### src/rtl/mbss_pkg.sv
`default_nettype none

package mbss_pkg;

  localparam int PatternBytes = 32;
  localparam int WinIdxW      = $clog2(PatternBytes);
  localparam int LenW         = WinIdxW + 1;

  localparam int CfgDataW = 64;
  localparam int CfgAddrW = 6;

  typedef logic [2:0] cfg_idx_t;

  localparam cfg_idx_t RegPatWord0 = 3'd0;
  localparam cfg_idx_t RegPatWord1 = 3'd1;
  localparam cfg_idx_t RegPatWord2 = 3'd2;
  localparam cfg_idx_t RegPatWord3 = 3'd3;
  localparam cfg_idx_t RegCmpMask  = 3'd4;
  localparam cfg_idx_t RegPatLen   = 3'd5;

  typedef logic [7:0]      byte_t;
  typedef logic [1:0]      count_t;
  typedef logic [LenW-1:0] len_t;

  localparam count_t CountSat = 2'd2;

endpackage

`default_nettype wire

### src/rtl/masked_byte_signature_scan.sv
`default_nettype none

// Wildcard byte signature scanner. Bytes arrive one per beat on the in_ channel
// and are captured in an input register; the compare against the configured
// pattern (up to 32 bytes, compare_mask clear bits are wildcards) is
// combinational between that register and the window/count state, so the block
// sustains one byte per clock unless a scan_end beat waits on a stalled out_.
// A scan_end beat passes the input register, then the result register, to out_.
// Only scan_end beats produce a result; a stall on out_ holds back only a scan_end
// beat, plain bytes keep flowing. Pattern registers are realigned into a per-slot
// compare table registered after a write, so registers must be written while idle.
module masked_byte_signature_scan
  import mbss_pkg::*;
(
  input  wire logic                clk,
  input  wire logic                rst_n,
  // configuration
  input  wire logic                psel,
  input  wire logic                penable,
  input  wire logic                pwrite,
  input  wire logic [CfgAddrW-1:0] paddr,
  input  wire logic [CfgDataW-1:0] pwdata,
  output      logic [CfgDataW-1:0] prdata,
  output      logic                pready,
  // input channel
  input  wire logic                in_valid,
  output      logic                in_stall,
  input  wire logic [7:0]          in_data_byte,
  input  wire logic [31:0]         in_byte_offset,
  input  wire logic                in_region_start,
  input  wire logic                in_scan_end,
  // result channel
  output      logic                out_valid,
  input  wire logic                out_stall,
  output      logic                out_unique_found,
  output      logic [1:0]          out_match_count,
  output      logic [31:0]         out_match_offset
);

  // configuration registers
  logic [63:0] pat_word_r [4];
  logic [31:0] cmp_mask_r;
  logic [5:0]  pat_len_r;

  // aligned compare table: slot a of the window (age a) against pattern byte len-1-a
  byte_t                  al_pat_r  [PatternBytes];
  logic [PatternBytes-1:0] al_mask_r;
  logic                   len_ok_r;
  len_t                   len_r;
  logic [31:0]            len_m1_r;

  // input register
  logic        s1_valid_r;
  byte_t       s1_data_r;
  logic [31:0] s1_offset_r;
  logic        s1_region_r;
  logic        s1_end_r;

  // scan state
  byte_t       win_r [PatternBytes];
  len_t        fill_r;
  count_t      count_r;
  logic [31:0] start_r;

  // result register
  logic        out_valid_r;
  logic        out_unique_r;
  count_t      out_count_r;
  logic [31:0] out_offset_r;

  logic                        cfg_wr;
  cfg_idx_t                    cfg_idx;
  logic [PatternBytes*8-1:0]   pat_flat;
  len_t                        len_c;
  byte_t                       al_pat_nxt [PatternBytes];
  logic [PatternBytes-1:0]     al_mask_nxt;
  logic [WinIdxW-1:0]          al_idx [PatternBytes];

  logic                        advance;
  byte_t                       win_nxt [PatternBytes];
  len_t                        fill_nxt;
  logic                        hit;
  count_t                      count_nxt;
  logic [31:0]                 start_nxt;

  assign pready  = 1'b1;
  assign cfg_idx = cfg_idx_t'(paddr[CfgAddrW-1:3]);
  assign cfg_wr  = psel && penable && pwrite && pready;

  always_comb begin
    unique case (cfg_idx)
      RegPatWord0: prdata = pat_word_r[0];
      RegPatWord1: prdata = pat_word_r[1];
      RegPatWord2: prdata = pat_word_r[2];
      RegPatWord3: prdata = pat_word_r[3];
      RegCmpMask:  prdata = {32'd0, cmp_mask_r};
      RegPatLen:   prdata = {58'd0, pat_len_r};
      default:     prdata = '0;
    endcase
  end

  always_ff @(posedge clk) begin
    if (!rst_n) begin
      pat_word_r[0] <= '0;
      pat_word_r[1] <= '0;
      pat_word_r[2] <= '0;
      pat_word_r[3] <= '0;
      cmp_mask_r    <= '1;
      pat_len_r     <= 6'd32;
    end else if (cfg_wr) begin
      unique case (cfg_idx)
        RegPatWord0: pat_word_r[0] <= pwdata;
        RegPatWord1: pat_word_r[1] <= pwdata;
        RegPatWord2: pat_word_r[2] <= pwdata;
        RegPatWord3: pat_word_r[3] <= pwdata;
        RegCmpMask:  cmp_mask_r    <= pwdata[31:0];
        RegPatLen:   pat_len_r     <= pwdata[5:0];
        default: ;
      endcase
    end
  end

  // clamp length to the window depth, then realign pattern and mask by age
  assign pat_flat = {pat_word_r[3], pat_word_r[2], pat_word_r[1], pat_word_r[0]};
  assign len_c    = (pat_len_r > 6'(PatternBytes)) ? len_t'(PatternBytes) : len_t'(pat_len_r);

  always_comb begin
    for (int a = 0; a < PatternBytes; a++) begin
      al_idx[a]      = WinIdxW'(len_c - len_t'(1) - len_t'(a));
      al_pat_nxt[a]  = pat_flat[al_idx[a]*8 +: 8];
      al_mask_nxt[a] = (len_t'(a) < len_c) && cmp_mask_r[al_idx[a]];
    end
  end

  always_ff @(posedge clk) begin
    for (int a = 0; a < PatternBytes; a++) begin
      al_pat_r[a] <= al_pat_nxt[a];
    end
    al_mask_r <= al_mask_nxt;
    len_ok_r  <= (len_c != '0);
    len_r     <= len_c;
    len_m1_r  <= 32'(len_c) - 32'd1;
  end

  // plain bytes never wait; a scan_end beat waits for a free result register
  assign advance  = s1_valid_r && (!s1_end_r || !out_valid_r || !out_stall);
  assign in_stall = s1_valid_r && !advance;

  always_ff @(posedge clk) begin
    if (!rst_n) begin
      s1_valid_r <= 1'b0;
    end else if (!in_stall) begin
      s1_valid_r <= in_valid;
    end
  end

  always_ff @(posedge clk) begin
    if (in_valid && !in_stall) begin
      s1_data_r   <= in_data_byte;
      s1_offset_r <= in_byte_offset;
      s1_region_r <= in_region_start;
      s1_end_r    <= in_scan_end;
    end
  end

  always_comb begin
    win_nxt[0] = s1_data_r;
    for (int a = 1; a < PatternBytes; a++) begin
      win_nxt[a] = s1_region_r ? '0 : win_r[a-1];
    end
    if (s1_region_r) begin
      fill_nxt = len_t'(1);
    end else if (fill_r < len_t'(PatternBytes)) begin
      fill_nxt = fill_r + len_t'(1);
    end else begin
      fill_nxt = fill_r;
    end

    hit = len_ok_r && (fill_nxt >= len_r);
    for (int a = 0; a < PatternBytes; a++) begin
      if (al_mask_r[a] && (win_nxt[a] != al_pat_r[a])) begin
        hit = 1'b0;
      end
    end

    count_nxt = count_r;
    start_nxt = start_r;
    if (hit) begin
      start_nxt = s1_offset_r - len_m1_r;
      if (count_r != CountSat) begin
        count_nxt = count_r + count_t'(1);
      end
    end
  end

  always_ff @(posedge clk) begin
    if (!rst_n) begin
      for (int a = 0; a < PatternBytes; a++) begin
        win_r[a] <= '0;
      end
      fill_r  <= '0;
      count_r <= '0;
      start_r <= '0;
    end else if (advance) begin
      if (s1_end_r) begin
        // drop scan state so the next byte opens a fresh scan
        for (int a = 0; a < PatternBytes; a++) begin
          win_r[a] <= '0;
        end
        fill_r  <= '0;
        count_r <= '0;
        start_r <= '0;
      end else begin
        for (int a = 0; a < PatternBytes; a++) begin
          win_r[a] <= win_nxt[a];
        end
        fill_r  <= fill_nxt;
        count_r <= count_nxt;
        start_r <= start_nxt;
      end
    end
  end

  always_ff @(posedge clk) begin
    if (!rst_n) begin
      out_valid_r <= 1'b0;
    end else if (advance && s1_end_r) begin
      out_valid_r <= 1'b1;
    end else if (!out_stall) begin
      out_valid_r <= 1'b0;
    end
  end

  always_ff @(posedge clk) begin
    if (advance && s1_end_r) begin
      out_unique_r <= (count_nxt == count_t'(1));
      out_count_r  <= count_nxt;
      out_offset_r <= (count_nxt == count_t'(1)) ? start_nxt : '0;
    end
  end

  assign out_valid        = out_valid_r;
  assign out_unique_found = out_unique_r;
  assign out_match_count  = out_count_r;
  assign out_match_offset = out_offset_r;

endmodule

`default_nettype wire
### config.mk
export PLATFORM = sky130hd
export DESIGN_NAME = masked_byte_signature_scan
export DESIGN_NICKNAME = d
export VERILOG_FILES = /design/src/rtl/mbss_pkg.sv /design/src/rtl/masked_byte_signature_scan.sv
export SDC_FILE = /design/constraint.sdc
export NUM_CORES = 2
export LEC_CHECK = 0
export CAP_MARGIN = 10
export CORE_MARGIN = 2
export CORE_UTILIZATION = 49
export CTS_CLUSTER_SIZE = 28
export DETAILED_ROUTE_END_ITERATION = 10
export DONT_BUFFER_PORTS = 1
export GPL_TIMING_DRIVEN = 0
export PLACE_DENSITY_LB_ADDON = 0.08
export SYNTH_ARGS = -nofsm -noshare
export SYNTH_HDL_FRONTEND = slang
export SYNTH_SLANG_ARGS = --single-unit
### constraint.sdc
create_clock -name clk -period 16.1 [get_ports clk]
set_input_delay 1.61 -clock clk [delete_from_list [all_inputs] [get_ports clk]]
set_output_delay 1.61 -clock clk [all_outputs]
set_load 0.01 [all_outputs]
# Yosys cells after proc, flatten, opt, wreduce, memory -nomap -nowiden
# Memory sizes are Yosys's and may differ from the RTL's.
# Cells that the tools add are included.
[word_totals]
ff_bits = 203
latchBits = 0
ram_bits = 768
romBits = 0
elab_cells = 578
mem_count = 3
[op_classes]
add_sub_neg = 36
multipliers = 0
div = 0
n_lt_le_gt_ge = 67
eq_ne = 40
shift = 32
mux = 232
n_bitwise = 68
reduce_logical = 82
[memory_table]
columns = ["name", "words", "width", "read_ports", "rd_ports_with_merged_regs", "write_ports", "line_no", "text"]
rows = [
  ["al_pat_r", 32, 8, 32, 0, 32, "masked_byte_signature_scan.sv:46", "byte_t al_pat_r [PatternBytes];"],
  ["pat_word_r", 4, 64, 4, 0, 4, "masked_byte_signature_scan.sv:41", "logic [63:0] pat_word_r [4];"],
  ["win_r", 32, 8, 31, 0, 32, "masked_byte_signature_scan.sv:60", "byte_t win_r [PatternBytes];"],
]
[op_table]
columns = ["operator", "count"]
rows = [
  ["256-bit by 9-bit indexed part select with 8-bit output", 32],
  ["8-bit two-way mux", 95],
  ["64-bit case mux with 6 select lines", 1],
  ["64-bit two-way mux", 4],
  ["8-bit != test", 32],
  ["5-bit by 6-bit less-than comparator with 1-bit output, second input constant", 32],
  ["1-bit binary-select mux with 5-bit select", 32],
  ["5-bit by 6-bit less-than comparator with 1-bit output, first input constant", 16],
  ["1-bit two-way mux", 91],
  ["5-bit subtractor, second input constant", 16],
  ["1-bit logical AND", 71],
  ["1-bit OR", 68],
  ["32-bit two-way mux", 2],
  ["4-bit by 6-bit less-than comparator with 1-bit output, first input constant", 8],
  ["5-bit by 4-bit subtractor with 5-bit output, second input constant", 8],
  ["32-bit subtractor", 1],
  ["3-bit by 6-bit less-than comparator with 1-bit output, first input constant", 4],
  ["6-bit two-way mux", 4],
  ["5-bit by 3-bit subtractor with 5-bit output, second input constant", 4],
  ["1-bit by 6-bit less-than comparator with 1-bit output, first input constant", 2],
  ["2-bit by 6-bit less-than comparator with 1-bit output, first input constant", 2],
  ["5-bit by 1-bit subtractor with 5-bit output, second input constant", 2],
  ["5-bit by 2-bit subtractor with 5-bit output, second input constant", 2],
  ["6-bit by 1-bit subtractor with 7-bit output, second input constant", 1],
  ["17 further kinds", 27],
]

# Depth between registers and ports, before layout
[depth]
ltp_word = 39
ltp_mapped = 19
mapped_depth_nobuf = 13

# Worst setup path after synthesis
# Ideal clock, no wire load.
[synth_timing]
kind = "in2reg"
start = "in paddr[4]"
end = "mem pat_word_r[1][0] (enable)"
setup_ns = 0.581
arrival_time_ns = 7.024
required_time_ns = 15.519
path_slack_ns = 8.495
path_stages = 4
path_cell_list = "clkbuf_1 -> clkbuf_1 -> buf_1 -> o31ai_1"
[synth_lines]
columns = ["element", "line_no", "text"]
rows = [
  ["start, declared", "masked_byte_signature_scan.sv:21", "input wire logic [CfgAddrW-1:0] paddr,"],
  ["end, declared", "masked_byte_signature_scan.sv:41", ""],
]

==> run_results.csv <==
group,metric,value,unit
outcome,status,"finished, final reports clean",
timing,slew_viol_final,0,
power,leakage,0.02499,uW
worst_setup_path,start_kind,"register",
final_layout,mostFrequentLayoutCell,"mux2i_1",
worst_setup_path,crit_fanout,12,
timing,period_share,54.96,%
final_layout,final_layout_size_suffix_gt1_share,13.09,%
drt,wl_per_cell,38.72,um
placed_design,dp_hpwl,216.0,mm
synthesis,yosys-top-cells-area,"edfxtp_1 30%, mux2i_1 16%, dfxtp_1 14%",
cts,cts_max_path_buffers,3,
timing,finalSetupViolations,0,
synthesis,netlist_area,56750,sq um
timing,rsz0062_at_grt,"false",
global_route,grt_pass1_wl,346.0,mm
timing,skew,68.69,ps
worst_setup_path,crit_arrival,9430,ps
cts,clk_latency,760,ps
global_route,grt_overflow,0,
floorplanning,die_w,344.3,um
timing,fin_crit,8848,ps
global_route,grt_use_met2,63.15,%
synthesis,ys_seq_area_share,44.07,%
synthesis,avgSynthCellArea,11.41,sq um
worst_setup_path,critPathMaxStageDelay,930,ps
worst_setup_path,crit_slowest_cell,"xnor2_1",
cts,cts_made_buffers,103,
hold_path,hp-class,"register to register",
final_layout,finalInstanceArea,62940,sq um
drt,vias,45042,
power,peakVddDrop,0.0001101,V
floorplanning,ioPinCount,221,
cts,htree_levels,3,
global_route,grt.busiest_layer,"met2",
worst_setup_path,worstPathRequired,16680,ps
final_layout,area_growth,10.91,%
drt,drt_iter0_drc,6074,
worst_setup_path,worstPathCellList,"buf_2 -> nand2b_1 -> clkbuf_1 -> buf_1 -> clkbuf_1 -> buf_8 -> ha_1 -> nand2_1 -> xnor2_1 -> buf_2 -> buf_1 -> buf_1 -> ha_1 -> buf_1 -> nand2_1 -> xnor2_1 -> clkbuf_1 -> mux2i_1 -> a21oi_1",
global_route,grt_max_degree,93,
worst_setup_path,crit_type,"register to register",
timing,tns,0,ps
timing,worstMarginPinSlew,1362,ps
placed_design,place_congestion,1.127,
timing,holdWs,475.7,ps
cts,root_buffer,"clkbuf_16",
synthesis,syn_nets,5155,
synthesis,yosysUniqueCellTypes,82,
global_route,grtUsageMet1,55.66,%
synthesis,synth_warnings,0,
drt,ant_nets,0,
drt,wl,260.4,mm
worst_setup_path,path_common_cell,"buf_1",
final_layout,fin_cells,6726,
placed_design,placed_cell_area,59340,sq um
drt,dr.pass1.iters,6,
floorplanning,die_h,344.3,um
cts,ctsResizeCount,0,
power,powerDensity,96.09,nW/um^2
run,cap_violations,0,
synthesis,synthArstFlopShare,0,%
global_route,grt_use_met3,9.838,%
timing,max_freq,113.0,MHz
synthesis,syn_inst,4973,
worst_setup_path,cp-startpoint,"pat_len_r[5]$_SDFFE_PN1P_",
synthesis,synth_top_cell_by_area,"edfxtp_1",
worst_setup_path,end_kind,"register",
global_route,grt_pass1_vias,41501,
floorplanning,num_rows,124,
cts,post_cts_buffers,0,
synthesis,synth_ff_type,"edfxtp_1",
placed_design,io_buffers,0,
worst_setup_path,timing.rr.start,"pat_len_r[5]$_SDFFE_PN1P_",
floorplanning,fp.coreArea,114700,sq um
timing,finalHoldViolCount,0,
global_route,antenna_found_initial,23,
cts,postCtsHoldBufs,0,
cts,cts_sinks,963,
placed_design,dpl.cell_count,6517,
floorplanning,dieArea,118600,sq um
cts,cts.clk_slew.worst_paths,60,ps
drt,vias_per_cell,6.697,
hold_path,hp-start,"start_r[0]$_SDFFE_PN0P_",
synthesis,synth.top_cell.area_share,30.32,%
final_layout,fin_nets,5296,
drt,drc,0,
global_route,grtUsageTotal,43.17,%
final_layout,fill_cells,9979,
synthesis,ys_ff_latch,963,
cts,cts_tree,"built",
synthesis,synth-edff-count,573,
timing,max_slew_margin,9.219,%
floorplanning,start_util,49.50,%
final_layout,final_cell_mix,"907 x mux2i_1, 573 x edfxtp_1, 390 x dfxtp_1",
[worst max-delay path: cells and delay by family (launching register included)]
kind / cells / cell delay, ps
buffers and inverters: 10 / 5580
XOR/XNOR: 2 / 1210
AO/OA/AOI/OAI: 1 / 510
adder cells (fa/ha/maj): 2 / 490
AND/OR/NAND/NOR: 3 / 360
flip-flops: 1 / 310
multiplexers: 1 / 190
[power breakdown]
| group | internal (uW) | switching, uW |
|---|---|---|
| Sequential | 2740 | 172 |
| Combinational | 238 | 449 |
| Clock | 1390 | 1070 |
[area by class of cell]
class / instances / area, sq um / area share (%)
clock inverters: 46 / 480.5 / 0.7633
repair buffers: 36 / 635.6 / 1.010
inverters: 139 / 533.0 / 0.8468
flip-flops and latches: 963 / 25010 / 39.74
well taps: 1512 / 1892 / 3.006
multi-input cells: 3549 / 30080 / 47.78
plain buffers: 322 / 1260 / 2.002
diodes: 10 / 25.02 / 0.03976
clock buffers: 149 / 3029 / 4.812
[synthesized netlist by cell type (62+ instances only)]
cell	count
nor4bb_1	95
inv_1	135
a31oi_1	101
ha_1	62
nand3_1	72
edfxtp_1	573
mux2i_1	907
and2_1	257
clkbuf_1	191
nand2_1	289
mux2_2	209
mux4_2	207
o21ai_0	236
dfxtp_1	390
nor2_1	238
xnor2_1	138
and3_1	236
buf_1	95
[final timing paths]
| kind | end | slack, ps | cells after the start |
|---|---|---|---|
| max | al_mask_r[14]$_DFF_P_ | 7250 | 19 |
| min | start_r[0]$_SDFFE_PN0P_ | 480 | 1 |
| max reg2reg | al_mask_r[14]$_DFF_P_ | 7250 | 19 |
| min reg2reg | start_r[0]$_SDFFE_PN0P_ | 480 | 1 |
[kinds of logic after synthesis]
logic type | count (synthesis) | synth area share [%]
buf+inv | 461 | 3.139
fa+ha+maj | 63 | 1.402
simple gates | 1367 | 13.30
mux | 1323 | 28.36
compound gates | 628 | 7.132
xor+xnor | 167 | 2.590
other cells | 1 | 0.006607
flops | 963 | 44.07
[flip-flops by register name (all words and copies together) (netlist names)]
name and flops:
start_r 32, cmp_mask_r 32, s1_region_r 1, s1_offset_r 32, s1_end_r 1, pat_len_r 6
s1_valid_r 1, al_pat_r 256, count_r 2, out_match_offset 32, fill_r 6, out_match_count 2
out_unique_found 1, len_ok_r 1, win_r 248, s1_data_r 8, len_m1_r 7, al_mask_r 32
pat_word_r 256, len_r 6, out_valid 1
[metal layers]
| layer | vias up | routed length (um) | part of all wire (%) |
|---|---|---|---|
| met5 | - | 111 | 0.043 |
| met2 | 2894 | 109600 | 42 |
| met4 | 6 | 24960 | 9.6 |
| met3 | 699 | 25460 | 9.8 |
| li1 | 18966 | - | - |
| met1 | 22477 | 100300 | 39 |
[per-stage QoR]
stage               util, %  power [uW]  worst slack [ps]
floorplan                 -        3258              8495
global placement      51.15        3596              3710
detailed placement    51.75        3604              7102
CTS                   54.81        6012              7150
global route          54.88        6170              7245
finish                54.90        6048              7252
No activity file was read; power rests on OpenSTA's default activity.
